===== config.mk =====
export PLATFORM = sky130hd
export DESIGN_NAME = cooperative_task_dispatcher_core
export DESIGN_NICKNAME = d
export VERILOG_FILES = /design/src/sv/ctd_pkg.sv /design/src/sv/ctd_ram.sv /design/src/sv/ctd_qaddr.sv /design/src/sv/cooperative_task_dispatcher_core.sv
export SDC_FILE = /design/constraint.sdc
export NUM_CORES = 1
export LEC_CHECK = 0
export BUFFER_PORTS_ARGS = -buffer_cell sky130_fd_sc_hd__buf_2
export CAP_MARGIN = 20
export CORE_MARGIN = 3
export CORE_UTILIZATION = 65
export DETAILED_ROUTE_END_ITERATION = 16
export GPL_ROUTABILITY_DRIVEN = 0
export PLACE_DENSITY = 0.95
export SETUP_SLACK_MARGIN = 0.2
export SLEW_MARGIN = 0
export SYNTH_ARGS = -nofsm -noshare
export SYNTH_HDL_FRONTEND = slang
export SYNTH_SLANG_ARGS = --single-unit

===== constraint.sdc =====
create_clock -name clk -period 7.5 [get_ports clk]
set_clock_uncertainty 0.1 [all_clocks]
set_input_delay 0.75 -clock clk [delete_from_list [all_inputs] [get_ports clk]]
set_output_delay 0.75 -clock clk [all_outputs]
set_load 0.02 [all_outputs]

===== src/sv/ctd_pkg.sv =====
// Types, codes and sizes shared by the task dispatcher modules.
// Depends on nothing.
package ctd_pkg;

	localparam int NUM_TASKS   = 8;
	localparam int QUEUE_DEPTH = 16;

	typedef enum logic [2:0] {
		OP_CREATE   = 3'd0,
		OP_DELETE   = 3'd1,
		OP_DISPATCH = 3'd2,
		OP_YIELD    = 3'd3,
		OP_TERM     = 3'd4,
		OP_BLOCK    = 3'd5,
		OP_SUSPEND  = 3'd6,
		OP_RESUME   = 3'd7
	} opcode_t;

	typedef enum logic [2:0] {
		TK_FREE  = 3'd0,
		TK_READY = 3'd1,
		TK_RUN   = 3'd2,
		TK_BLOCK = 3'd3,
		TK_STOP  = 3'd4
	} tstate_t;

	typedef enum logic [2:0] {
		S_IDLE,
		S_EXEC,
		S_POP,
		S_POP_CHK,
		S_POP_ST,
		S_PURGE,
		S_FETCH,
		S_RESULT
	} seq_t;

	typedef struct packed {
		logic [2:0] operation;
		logic [2:0] task_id;
	} cmd_t;

	typedef struct packed {
		logic [2:0]  running_task;
		logic        run_valid;
		logic [2:0]  addressed_state;
		logic [4:0]  queued_entries;
		logic [3:0]  live_tasks;
		logic [31:0] tick_total;
		logic        queue_overflow;
		logic        bad_request;
	} res_t;

endpackage


===== src/sv/ctd_ram.sv =====
// Generic single-write, single-read RAM with registered read data.
// Depends on nothing.
module ctd_ram #(
	parameter int WIDTH = 8,
	parameter int DEPTH = 16
) (
	input  logic                     clk,
	input  logic                     we,
	input  logic [$clog2(DEPTH)-1:0] waddr,
	input  logic [WIDTH-1:0]         wdata,
	input  logic                     re,
	input  logic [$clog2(DEPTH)-1:0] raddr,
	output logic [WIDTH-1:0]         rdata
);

	logic [WIDTH-1:0] mem [DEPTH];

	always_ff @(posedge clk) begin
		if (we) begin
			mem[waddr] <= wdata;
		end
		if (re) begin
			rdata <= mem[raddr];
		end
	end

endmodule


===== src/sv/ctd_qaddr.sv =====
// Ring address adder for the ready queue: base plus offset, wrapped at DEPTH.
// Depends on nothing; offset is at most DEPTH.
module ctd_qaddr #(
	parameter int DEPTH = 16
) (
	input  logic [$clog2(DEPTH)-1:0]   base,
	input  logic [$clog2(DEPTH+1)-1:0] offset,
	output logic [$clog2(DEPTH)-1:0]   addr
);

	localparam int AW = $clog2(DEPTH);
	localparam int SW = $clog2(DEPTH + 1) + 1;

	logic [SW-1:0] sum;
	logic [SW-1:0] wrapped;

	always_comb begin
		sum = SW'(base) + SW'(offset);
		if (sum >= SW'(DEPTH)) begin
			wrapped = sum - SW'(DEPTH);
		end else begin
			wrapped = sum;
		end
		addr = AW'(wrapped);
	end

endmodule


===== src/sv/cooperative_task_dispatcher_core.sv =====
// Top level of the cooperative task dispatcher: sequencer, task state RAM, ready queue.
// Depends on ctd_pkg, ctd_ram and ctd_qaddr.
//
//   channel  | signals             | handshake
//   ---------+---------------------+------------------------------------
//   command  | cmd (cmd_t)         | taken when start is high, busy low
//   result   | result (res_t)      | done high for one cycle, no stall
//
// Create, yield, terminate, block, suspend and resume go from idle through the execute, fetch and result states.
// Dispatch pops queue entries, each through the pop, check and state steps, until it finds a
// ready task or the queue runs dry; dispatch with a task running pops nothing.
// Delete compacts the queue one entry a cycle.
// Each RAM has one read port; results are never stalled.
// Reset clears all task states at once through per-task valid bits.
module cooperative_task_dispatcher_core import ctd_pkg::*; (
	input  logic clk,
	input  logic arst_n,
	input  logic start,
	output logic busy,
	input  cmd_t cmd,
	output logic done,
	output res_t result
);

	localparam int TID_W  = $clog2(NUM_TASKS);
	localparam int QA_W   = $clog2(QUEUE_DEPTH);
	localparam int FILL_W = $clog2(QUEUE_DEPTH + 1);
	localparam int CNT_W  = $clog2(NUM_TASKS + 1);

	seq_t state_q, state_d;

	opcode_t            op_q;
	logic [2:0]         id_q;
	logic               idok_q;
	logic [TID_W-1:0]   tid;
	logic [TID_W-1:0]   cur_q;
	logic               curv_q;
	logic [QA_W-1:0]    head_q;
	logic [QA_W-1:0]    rp_q;
	logic [FILL_W-1:0]  fill_q;
	logic [FILL_W-1:0]  rd_q;
	logic [FILL_W-1:0]  wn_q;
	logic               pend_q;
	logic [CNT_W-1:0]   total_q;
	logic [31:0]        tick_q;
	logic               ovf_q;
	logic               bad_q;
	logic [NUM_TASKS-1:0] stv_q;

	logic               st_we, st_re;
	logic [TID_W-1:0]   st_waddr, st_raddr;
	logic [2:0]         st_wdata, st_rdata;
	logic               q_we, q_re;
	logic [QA_W-1:0]    q_waddr, q_raddr;
	logic [TID_W-1:0]   q_wdata, q_rdata;
	logic [FILL_W-1:0]  qa_off;
	logic [QA_W-1:0]    qa_addr;

	logic               accept;
	tstate_t            cur_st;
	logic               act;
	logic               push_req;
	logic               push_ok;
	logic               pop_ready;
	logic               purge_keep;
	logic               purge_rd;
	logic [QA_W-1:0]    head_inc;
	logic [QA_W-1:0]    rp_inc;

	ctd_ram #(.WIDTH(3), .DEPTH(NUM_TASKS)) u_st_ram (
		.clk   (clk),
		.we    (st_we),
		.waddr (st_waddr),
		.wdata (st_wdata),
		.re    (st_re),
		.raddr (st_raddr),
		.rdata (st_rdata)
	);

	ctd_ram #(.WIDTH(TID_W), .DEPTH(QUEUE_DEPTH)) u_q_ram (
		.clk   (clk),
		.we    (q_we),
		.waddr (q_waddr),
		.wdata (q_wdata),
		.re    (q_re),
		.raddr (q_raddr),
		.rdata (q_rdata)
	);

	ctd_qaddr #(.DEPTH(QUEUE_DEPTH)) u_qaddr (
		.base   (head_q),
		.offset (qa_off),
		.addr   (qa_addr)
	);

	assign busy   = (state_q != S_IDLE);
	assign accept = start && !busy;
	assign tid    = TID_W'(id_q);

	assign head_inc = (head_q == QA_W'(QUEUE_DEPTH - 1)) ? '0 : head_q + 1'b1;
	assign rp_inc   = (rp_q == QA_W'(QUEUE_DEPTH - 1)) ? '0 : rp_q + 1'b1;

	always_comb begin
		cur_st = TK_FREE;
		if (idok_q && stv_q[tid]) begin
			cur_st = tstate_t'(st_rdata);
		end
		unique case (op_q)
			OP_CREATE:   act = idok_q && (cur_st == TK_FREE);
			OP_DELETE:   act = idok_q && (cur_st != TK_FREE);
			OP_DISPATCH: act = !curv_q;
			OP_YIELD:    act = curv_q;
			OP_TERM:     act = curv_q;
			OP_BLOCK:    act = curv_q;
			OP_SUSPEND:  act = idok_q && (cur_st == TK_READY || cur_st == TK_RUN);
			OP_RESUME:   act = idok_q && (cur_st == TK_BLOCK);
			default:     act = 1'b0;
		endcase
		push_req = (state_q == S_EXEC) && act
			&& (op_q == OP_CREATE || op_q == OP_YIELD || op_q == OP_RESUME);
		push_ok    = push_req && (fill_q < FILL_W'(QUEUE_DEPTH));
		pop_ready  = stv_q[q_rdata] && (tstate_t'(st_rdata) == TK_READY);
		purge_rd   = (rd_q < fill_q);
		purge_keep = pend_q && (q_rdata != tid);
	end

	// next state
	always_comb begin
		state_d = state_q;
		unique case (state_q)
			S_IDLE:    if (start) state_d = S_EXEC;
			S_EXEC: begin
				if (op_q == OP_DELETE && act) begin
					state_d = S_PURGE;
				end else if (op_q == OP_DISPATCH && act) begin
					state_d = S_POP;
				end else begin
					state_d = S_FETCH;
				end
			end
			S_POP:     state_d = (fill_q == '0) ? S_FETCH : S_POP_CHK;
			S_POP_CHK: state_d = S_POP_ST;
			S_POP_ST:  state_d = pop_ready ? S_FETCH : S_POP;
			S_PURGE:   if (!purge_rd && !pend_q) state_d = S_FETCH;
			S_FETCH:   state_d = S_RESULT;
			S_RESULT:  state_d = S_IDLE;
			default:   state_d = S_IDLE;
		endcase
	end

	// RAM controls and result
	always_comb begin
		st_we    = 1'b0;
		st_waddr = tid;
		st_wdata = TK_FREE;
		st_re    = 1'b0;
		st_raddr = tid;
		q_we     = 1'b0;
		q_waddr  = qa_addr;
		q_wdata  = tid;
		q_re     = 1'b0;
		q_raddr  = head_q;
		qa_off   = fill_q;
		done     = 1'b0;
		unique case (state_q)
			S_IDLE: begin
				st_re    = start;
				st_raddr = TID_W'(cmd.task_id);
			end
			S_EXEC: begin
				q_we = push_ok;
				if (op_q == OP_YIELD) q_wdata = cur_q;
				if (act) begin
					unique case (op_q)
						OP_CREATE:   begin st_we = 1'b1; st_wdata = TK_READY; end
						OP_DELETE:   begin st_we = 1'b1; st_wdata = TK_FREE;  end
						OP_DISPATCH: st_we = 1'b0;
						OP_YIELD:    begin st_we = 1'b1; st_waddr = cur_q; st_wdata = TK_READY; end
						OP_TERM:     begin st_we = 1'b1; st_waddr = cur_q; st_wdata = TK_STOP;  end
						OP_BLOCK:    begin st_we = 1'b1; st_waddr = cur_q; st_wdata = TK_BLOCK; end
						OP_SUSPEND:  begin st_we = 1'b1; st_wdata = TK_BLOCK; end
						OP_RESUME:   begin st_we = 1'b1; st_wdata = TK_READY; end
						default:     st_we = 1'b0;
					endcase
				end
			end
			S_POP: begin
				q_re = (fill_q != '0);
			end
			S_POP_CHK: begin
				st_re    = 1'b1;
				st_raddr = q_rdata;
			end
			S_POP_ST: begin
				st_we    = pop_ready;
				st_waddr = q_rdata;
				st_wdata = TK_RUN;
			end
			S_PURGE: begin
				q_re    = purge_rd;
				q_raddr = rp_q;
				qa_off  = wn_q;
				q_we    = purge_keep;
				q_wdata = q_rdata;
			end
			S_FETCH: begin
				st_re = 1'b1;
			end
			S_RESULT: begin
				done = 1'b1;
			end
			default: begin
				done = 1'b0;
			end
		endcase

		result.running_task    = 3'(cur_q);
		result.run_valid       = curv_q;
		result.addressed_state = (idok_q && stv_q[tid]) ? st_rdata : TK_FREE;
		result.queued_entries  = 5'(fill_q);
		result.live_tasks      = 4'(total_q);
		result.tick_total      = tick_q;
		result.queue_overflow  = ovf_q;
		result.bad_request     = bad_q;
	end

	always_ff @(posedge clk or negedge arst_n) begin
		if (!arst_n) begin
			state_q <= S_IDLE;
			cur_q   <= '0;
			curv_q  <= 1'b0;
			head_q  <= '0;
			rp_q    <= '0;
			fill_q  <= '0;
			rd_q    <= '0;
			wn_q    <= '0;
			pend_q  <= 1'b0;
			total_q <= '0;
			tick_q  <= '0;
			ovf_q   <= 1'b0;
			bad_q   <= 1'b0;
			stv_q   <= '0;
		end else begin
			state_q <= state_d;
			if (st_we) stv_q[st_waddr] <= 1'b1;
			unique case (state_q)
				S_IDLE: begin
					if (accept) begin
						ovf_q <= 1'b0;
						bad_q <= 1'b0;
					end
				end
				S_EXEC: begin
					if (push_ok) fill_q <= fill_q + 1'b1;
					if (push_req && !push_ok) ovf_q <= 1'b1;
					if (op_q == OP_DISPATCH) tick_q <= tick_q + 32'd1;
					if (op_q == OP_CREATE && idok_q && !act) bad_q <= 1'b1;
					if (act) begin
						unique case (op_q)
							OP_CREATE: total_q <= total_q + 1'b1;
							OP_DELETE: begin
								if (total_q != '0) total_q <= total_q - 1'b1;
								if (cur_q == tid) curv_q <= 1'b0;
								rp_q   <= head_q;
								rd_q   <= '0;
								wn_q   <= '0;
								pend_q <= 1'b0;
							end
							OP_DISPATCH: curv_q <= curv_q;
							OP_YIELD:    curv_q <= 1'b0;
							OP_TERM:     curv_q <= 1'b0;
							OP_BLOCK:    curv_q <= 1'b0;
							OP_SUSPEND: begin
								if (cur_st == TK_RUN && cur_q == tid) curv_q <= 1'b0;
							end
							OP_RESUME:   curv_q <= curv_q;
							default:     curv_q <= curv_q;
						endcase
					end
				end
				S_POP: begin
					if (fill_q != '0) begin
						head_q <= head_inc;
						fill_q <= fill_q - 1'b1;
					end
				end
				S_POP_ST: begin
					if (pop_ready) begin
						cur_q  <= q_rdata;
						curv_q <= 1'b1;
					end
				end
				S_PURGE: begin
					pend_q <= purge_rd;
					if (purge_rd) begin
						rp_q <= rp_inc;
						rd_q <= rd_q + 1'b1;
					end
					if (purge_keep) wn_q <= wn_q + 1'b1;
					if (!purge_rd && !pend_q) fill_q <= wn_q;
				end
				default: begin
					pend_q <= pend_q;
				end
			endcase
		end
	end

	always_ff @(posedge clk) begin
		if (accept) begin
			op_q   <= opcode_t'(cmd.operation);
			id_q   <= cmd.task_id;
			idok_q <= (32'(cmd.task_id) < NUM_TASKS);
		end
	end

`ifndef SYNTHESIS
	a_done_single: assert property (@(posedge clk) disable iff (!arst_n)
		done |=> !done)
		else $error("result strobe held for more than one cycle");

	a_accept_busy: assert property (@(posedge clk) disable iff (!arst_n)
		accept |=> busy && !done)
		else $error("accepted item did not make the block busy");

	a_fill_bound: assert property (@(posedge clk) disable iff (!arst_n)
		fill_q <= FILL_W'(QUEUE_DEPTH))
		else $error("ready queue fill above depth");

	a_purge_order: assert property (@(posedge clk) disable iff (!arst_n)
		(state_q == S_PURGE) |-> (wn_q <= rd_q))
		else $error("queue compaction write ran ahead of read");
`endif

endmodule

After elaboration in Yosys (flattened, before gate mapping)
Memories as Yosys holds them, arrays and structs flattened. A register that Yosys moved wholly into a read port is not among the register bits.
Index checks and enable logic that the tools add are counted.

cells by class
  $add $sub $neg = 11
  order comparisons = 7
  equality and inequality tests = 38
  muxes and demuxes = 70
  bitwise logic cells = 1
  reductions and logical operators = 52

operators by type and width
  cell                                                        count
  2-to-1 mux 5 bit                                            8
  2-to-1 mux 3 bit                                            11
  adder 32 x 1 -> 32 bit, second input constant               1
  2-to-1 mux 4 bit                                            8
  equality test 3 bit, second input constant                  8
  one-hot mux 3 bit (2 select lines)                          4
  one-hot mux 3 bit (8 select lines)                          1
  one-hot mux 5 bit (2 select lines)                          2
  equality test 3 x 2 -> 1 bit, second input constant         6
  2-to-1 mux 1 bit                                            18
  inequality test 2 bit, second input constant                9
  one-hot mux 1 bit (2 select lines)                          9
  one-hot mux 4 bit (2 select lines)                          2
  AND reduction 4 bit                                         4
  adder 5 x 1 -> 5 bit, second input constant                 3
  one-hot mux 5 bit (3 select lines)                          1
  logical AND 1 bit                                           13
  adder 4 x 1 -> 4 bit, second input constant                 3
  equality test 3 x 1 -> 1 bit, second input constant         4
  less-than comparator 3 x 4 -> 1 bit, second input constant  3
  zero test 3 bit                                             3
  one-hot mux 3 bit (3 select lines)                          1
  AND reduction 3 bit                                         3
  nonzero test 3 bit                                          3
  30 further kinds                                            51

word-level totals
  bits in registers = 83
  memory bits (writable) = 72
  bits of input ports = 9
  memories kept = 2

memories
  memory        words  width  rd ports  clocked after memory_dff  write ports  line           source
  u_q_ram.mem   16     3      1         1                         1            ctd_ram.sv:16  logic [WIDTH-1:0] mem [DEPTH];
  u_st_ram.mem  8      3      1         1                         1            ctd_ram.sv:16

Longest topological paths before layout
  depth in word-level cells = 13
  gate-level depth with buffers = 13
  mapped depth without buffers = 11

Cells and area by module
Synthesis repeated with hierarchy kept, for this count alone.

unflattened totals
  cells, all modules = 716
  area total of the unflattened synthesis = 8396.8 µm²

by module, submodules not included
  module                            instances  cells each  area each (µm²)  seq. area each (µm²)
  cooperative_task_dispatcher_core  1          554         5182.5           2107.0
  ctd_ram (u_q_ram)                 1          103         2042.0           1531.5
  ctd_ram (u_st_ram)                1          50          1072.3           810.8
  ctd_qaddr                         1          9           100.1            0.0

Worst setup path before layout
OpenSTA, ideal clock, no wires.

  path kind = flip-flop to flip-flop
  from = register state_q[1]
  to = memory u_q_ram.mem[14][0], enable pin
  setup time = 0.371 ns
  arrival = 2.961 ns
  path slack = 4.068 ns
  stages on the path, launching flop included = 12
  path buffers = 3
  cell sequence = dfrtp_1 -> buf_2 -> nand2b_1 -> nor2_1 -> clkbuf_1 -> clkbuf_1 -> o21ai_0 -> ha_1 -> inv_1 -> fa_1 -> nand2b_1 -> nor4_1

on the way
  longest elaborated chain between the ends = 7
  elaborated cells on any way between the ends = 13
  those cells by class = add/sub: 2; order compare: 1; eq/ne: 2; mux: 5; reduce/logical: 3

ends and longest elaborated chain
  item                                                                          line                                     source
  start: declaration                                                            cooperative_task_dispatcher_core.sv:30   seq_t state_q, state_d;
  start signal: assignment                                                      cooperative_task_dispatcher_core.sv:244  state_q <= state_d;
  parallel branches: the longest is 7 deep, another holds adder 4 x 5 -> 6 bit  n/a
  end: declaration                                                              ctd_ram.sv:16

Parallel ways; which one is timed is not known.

Worst setup path after layout
  from = register state_q[0]
  to = memory u_q_ram.mem[14][1], enable pin

Same word-level chain as after synthesis.

==> results.md <==
* Status: completed
* Top cells by area, synth: edfxtp_1 (30%), dfrtp_1 (23%), mux2i_1 (4.2%)
* Max_slew headroom at between 30% and 40%
* Hold depth at 1
* Mapped Avg Cell Area at 12.0 µm²
* Total Wirelength at between 15000 and 20000 µm
* DP Worst Slack at ~3.8 ns
* First-pass GRT wire length at ~32000 µm
* Synth Register Bits at 161
* Syn Nets at 722
* Fmax at 259 MHz
* Top-count cell post-synth: edfxtp_1
* CTS Root Cell: clkbuf_16
* Post-synth ARST share at between 40% and 50%
* Worst R2R Start: state_q[0]
* Fraction of layout cells with a size suffix above 1 at between 10% and 20%
* CP Cell Sequence: nand2b_1 > nor2_1 > buf_4 > nand2_1 > o21ai_0 > ha_1 > inv_1 > fa_1 > xnor2_1 > nand2b_1 > nor4_1
* # setup viols final at 0
* Core box area at 0.0123 mm²
* Post-route DRC violation count at 0
* WL met1 at 7590 µm
* Setup ws final at 3.64 ns
* Total number of placement rows at 40
* CTS clk-pin slew, worst paths at 0.07 ns
* Warnings from Yosys at 0
* Hold Path Origin: tick_q[31]
* Synth top area share at 30.4%
* Die height at 119 µm
* Met3 wire len at 1870 µm
* Via density per instance at 6.56
* Hold_buf cts at 0
* Pwr Total at 3.64 mW
* Count of cell types in the netlist at 73
* CP Max Fanout at 22
* CP dominant cell by count: nand2b_1
* Count of final max-slew check failures at 0
* Total grt overflow at 0
* Worst Path Arrival at between 3 and 4 ns
* CP bufs+invs at 2
* Setup bufs post-CTS at 0
* Hold endpoint: tick_q[31]
* Seq/Total Area, Yosys at 53.7%
* WL met2 at approximately 9900 µm
* Cell accounting for the most synthesized area: edfxtp_1
* Worst-margin pin slew at 1.01 ns
* Clock tree buffer depth at 2
* Post-DP HPWL at roughly 14000 µm
* Hold WS at 0.384 ns
* Leak pwr at 4.09 nW
* Initial antenna violation count at 0
* Crit path largest cell delay at 0.68 ns
* GRT Util Overall at 29.0%
* Number of global-route vias before repair at 6183
* Max_cap viols at 0
* Via count at 6103
* Io pins at slightly above 60
* Peak supply drop at 0.251 mV
* Final TNS setup at 0 ns
* Die area at ~0.014 mm²
* Synth cell count leaders: edfxtp_1 (84), dfrtp_1 (77), nand2_1 (51), a21oi_1 (41), nor2_1 (40)
* Layout area overhead at 12.2%
* Fillers at 705
* Post-route clock period utilization at roughly half
* Wire per inst at roughly 21 µm
* Worst path top cell family by delay: simple AND/OR/NAND/NOR gates
* CP max-delay cell: dfrtp_1
* CP Capture Type: flop
* Area of the mapped netlist at 0.00829 mm²
* Most used DFF post-synth: edfxtp_1
* Worst Path Required at 7.48 ns
* Largest net degree at the start of global routing at between 70 and 80
* FF-to-FF path depth at 11
* CTS H-Tree Depth at 4
* Register area at between 0.004 and 0.005 mm²
* Final ANT Viol Nets at 0
* Total CTS buffers at 17
* Final core utilization at 75.9%
* CTS tree: built
* CP Launch Type: flop
* Diode count at 0
* DR iter-0 viols at 745
* Synth Instances at 693
* Clock Sinks at around 160
* Area of the multi-input gates at 0.00360 mm²
* Endpoints failing hold at 0
* Post-synth EDFFs at 84
* Clock insertion delay at the later pin of the skew report at 0.43 ns
* Final min period at roughly 3.9 ns
* RSZ-0062 raised after global routing: false
* PwrDens at about 390 mW/mm²
* Die width at about 120 µm
* Drt pass-1 iters at 6
* Initial Util at slightly below 70%
* Post-cts resize count at 0
* Reg-to-reg critical path endpoint: u_q_ram.mem[14][1]
* CP Class: flop to flop
* FF-to-FF setup slack at 3.64 ns
* NumNets Final at 778
* Top Metal Used: met4
* Worst Hold Class: flop to flop
* IO buf count at 60
==> metal layers <==
metal	up-vias	GRT usage [%]
met4	0	11.9
li1	2655	-
met2	403	47.6
met1	2979	36.9
met5	-	0
met3	66	7.60
==> power breakdown <==
group	switching [mW]	internal, mW	total, mW
Combinational	0.817	0.577	1.39
Sequential	0.243	1.11	1.36
Clock	0.368	0.524	0.892
Total	1.43	2.22	3.64
==> registers in the layout (all words and copies together), names as in the netlist <==
register        count
curv_q              1
rd_q                5
head_q              4
total_q             4
stv_q               8
pend_q              1
u_st_ram.mem       24
fill_q              5
u_st_ram.rdata      3
op_q                3
ovf_q               1
state_q             3
bad_q               1
wn_q                5
cur_q               3
id_q                3
tick_q             32
u_q_ram.rdata       3
u_q_ram.mem        48
rp_q                4
==> how the worst max path moves through the flow <==
stage | startpoint | end | slack (ns) | cells after the start
after floorplan | state_q[1] | u_q_ram.mem[14][0] | 4.07 | 11
after global placement | state_q[2] | u_q_ram.mem[14][0] | 4.04 | 11
after detailed placement | state_q[2] | u_q_ram.mem[14][1] | 3.78 | 11
after CTS | state_q[0] | u_q_ram.mem[14][1] | 3.73 | 11
after global routing | state_q[0] | u_q_ram.mem[14][1] | 3.37 | 11
final | state_q[0] | u_q_ram.mem[14][1] | 3.64 | 11
==> stage by stage <==
stage	area [µm²]	cells
finish	9300	930
global route	9300	930
CTS	9270	926
detailed placement	8660	894
global placement	8660	894
floorplan	8290	693
==> layout by cell type (no fill, tap or decap), types with 3 or more instances in the layout <==
cell       count
a211oi_1       4
a21o_1        16
a21oi_1       41
and2_1        10
and3_1        25
buf_2         59
buf_4          5
clkbuf_16     18
dfrtp_1       77
edfxtp_1      84
fa_1           3
ha_1          17
inv_1         24
inv_4          3
inv_6          3
mux2_2         9
mux2i_1       34
mux4_2        14
nand2_1       51
nand2b_1       6
nand3_1       21
nand4_1        7
nor2_1        40
nor2_2         3
nor2b_1        8
nor3_1        15
nor4_1         3
o21ai_0       30
o21bai_1       4
o221ai_2       3
o22a_1         5
xnor2_1       28
xor2_1        28
==> layout make-up <==
| class | count | area share, % |
|---|---|---|
| Sequential cell | 161 | 47.8 |
| Inverter | 24 | 0.968 |
| Timing Repair Buffer | 65 | 3.70 |
| Clock buffer | 19 | 4.99 |
| Multi-Input combinational cell | 480 | 38.7 |
| Clock inverter | 13 | 1.53 |
| Tap cell | 168 | 2.26 |
==> logic make-up after synthesis <==
| group | synth area share (%) |
|---|---|
| adders and majority gates | 3.29 |
| AOI/OAI and AO/OA | 11.5 |
| buffers and inverters | 2.90 |
| muxes | 9.43 |
| DFF | 53.7 |
| and+or+nand+nor | 13.3 |
| xor gates and xnor gates | 5.92 |
==> worst reg2reg max path: stages (launching register included) <==
cell,delay (ns)
dfrtp_1,0.68
nand2b_1,0.29
nor2_1,0.16
buf_4,0.25
nand2_1,0.11
o21ai_0,0.10
ha_1,0.20
inv_1,0.06
fa_1,0.41
xnor2_1,0.38
nand2b_1,0.19
nor4_1,0.56
(Power assumes the default switching activity.)
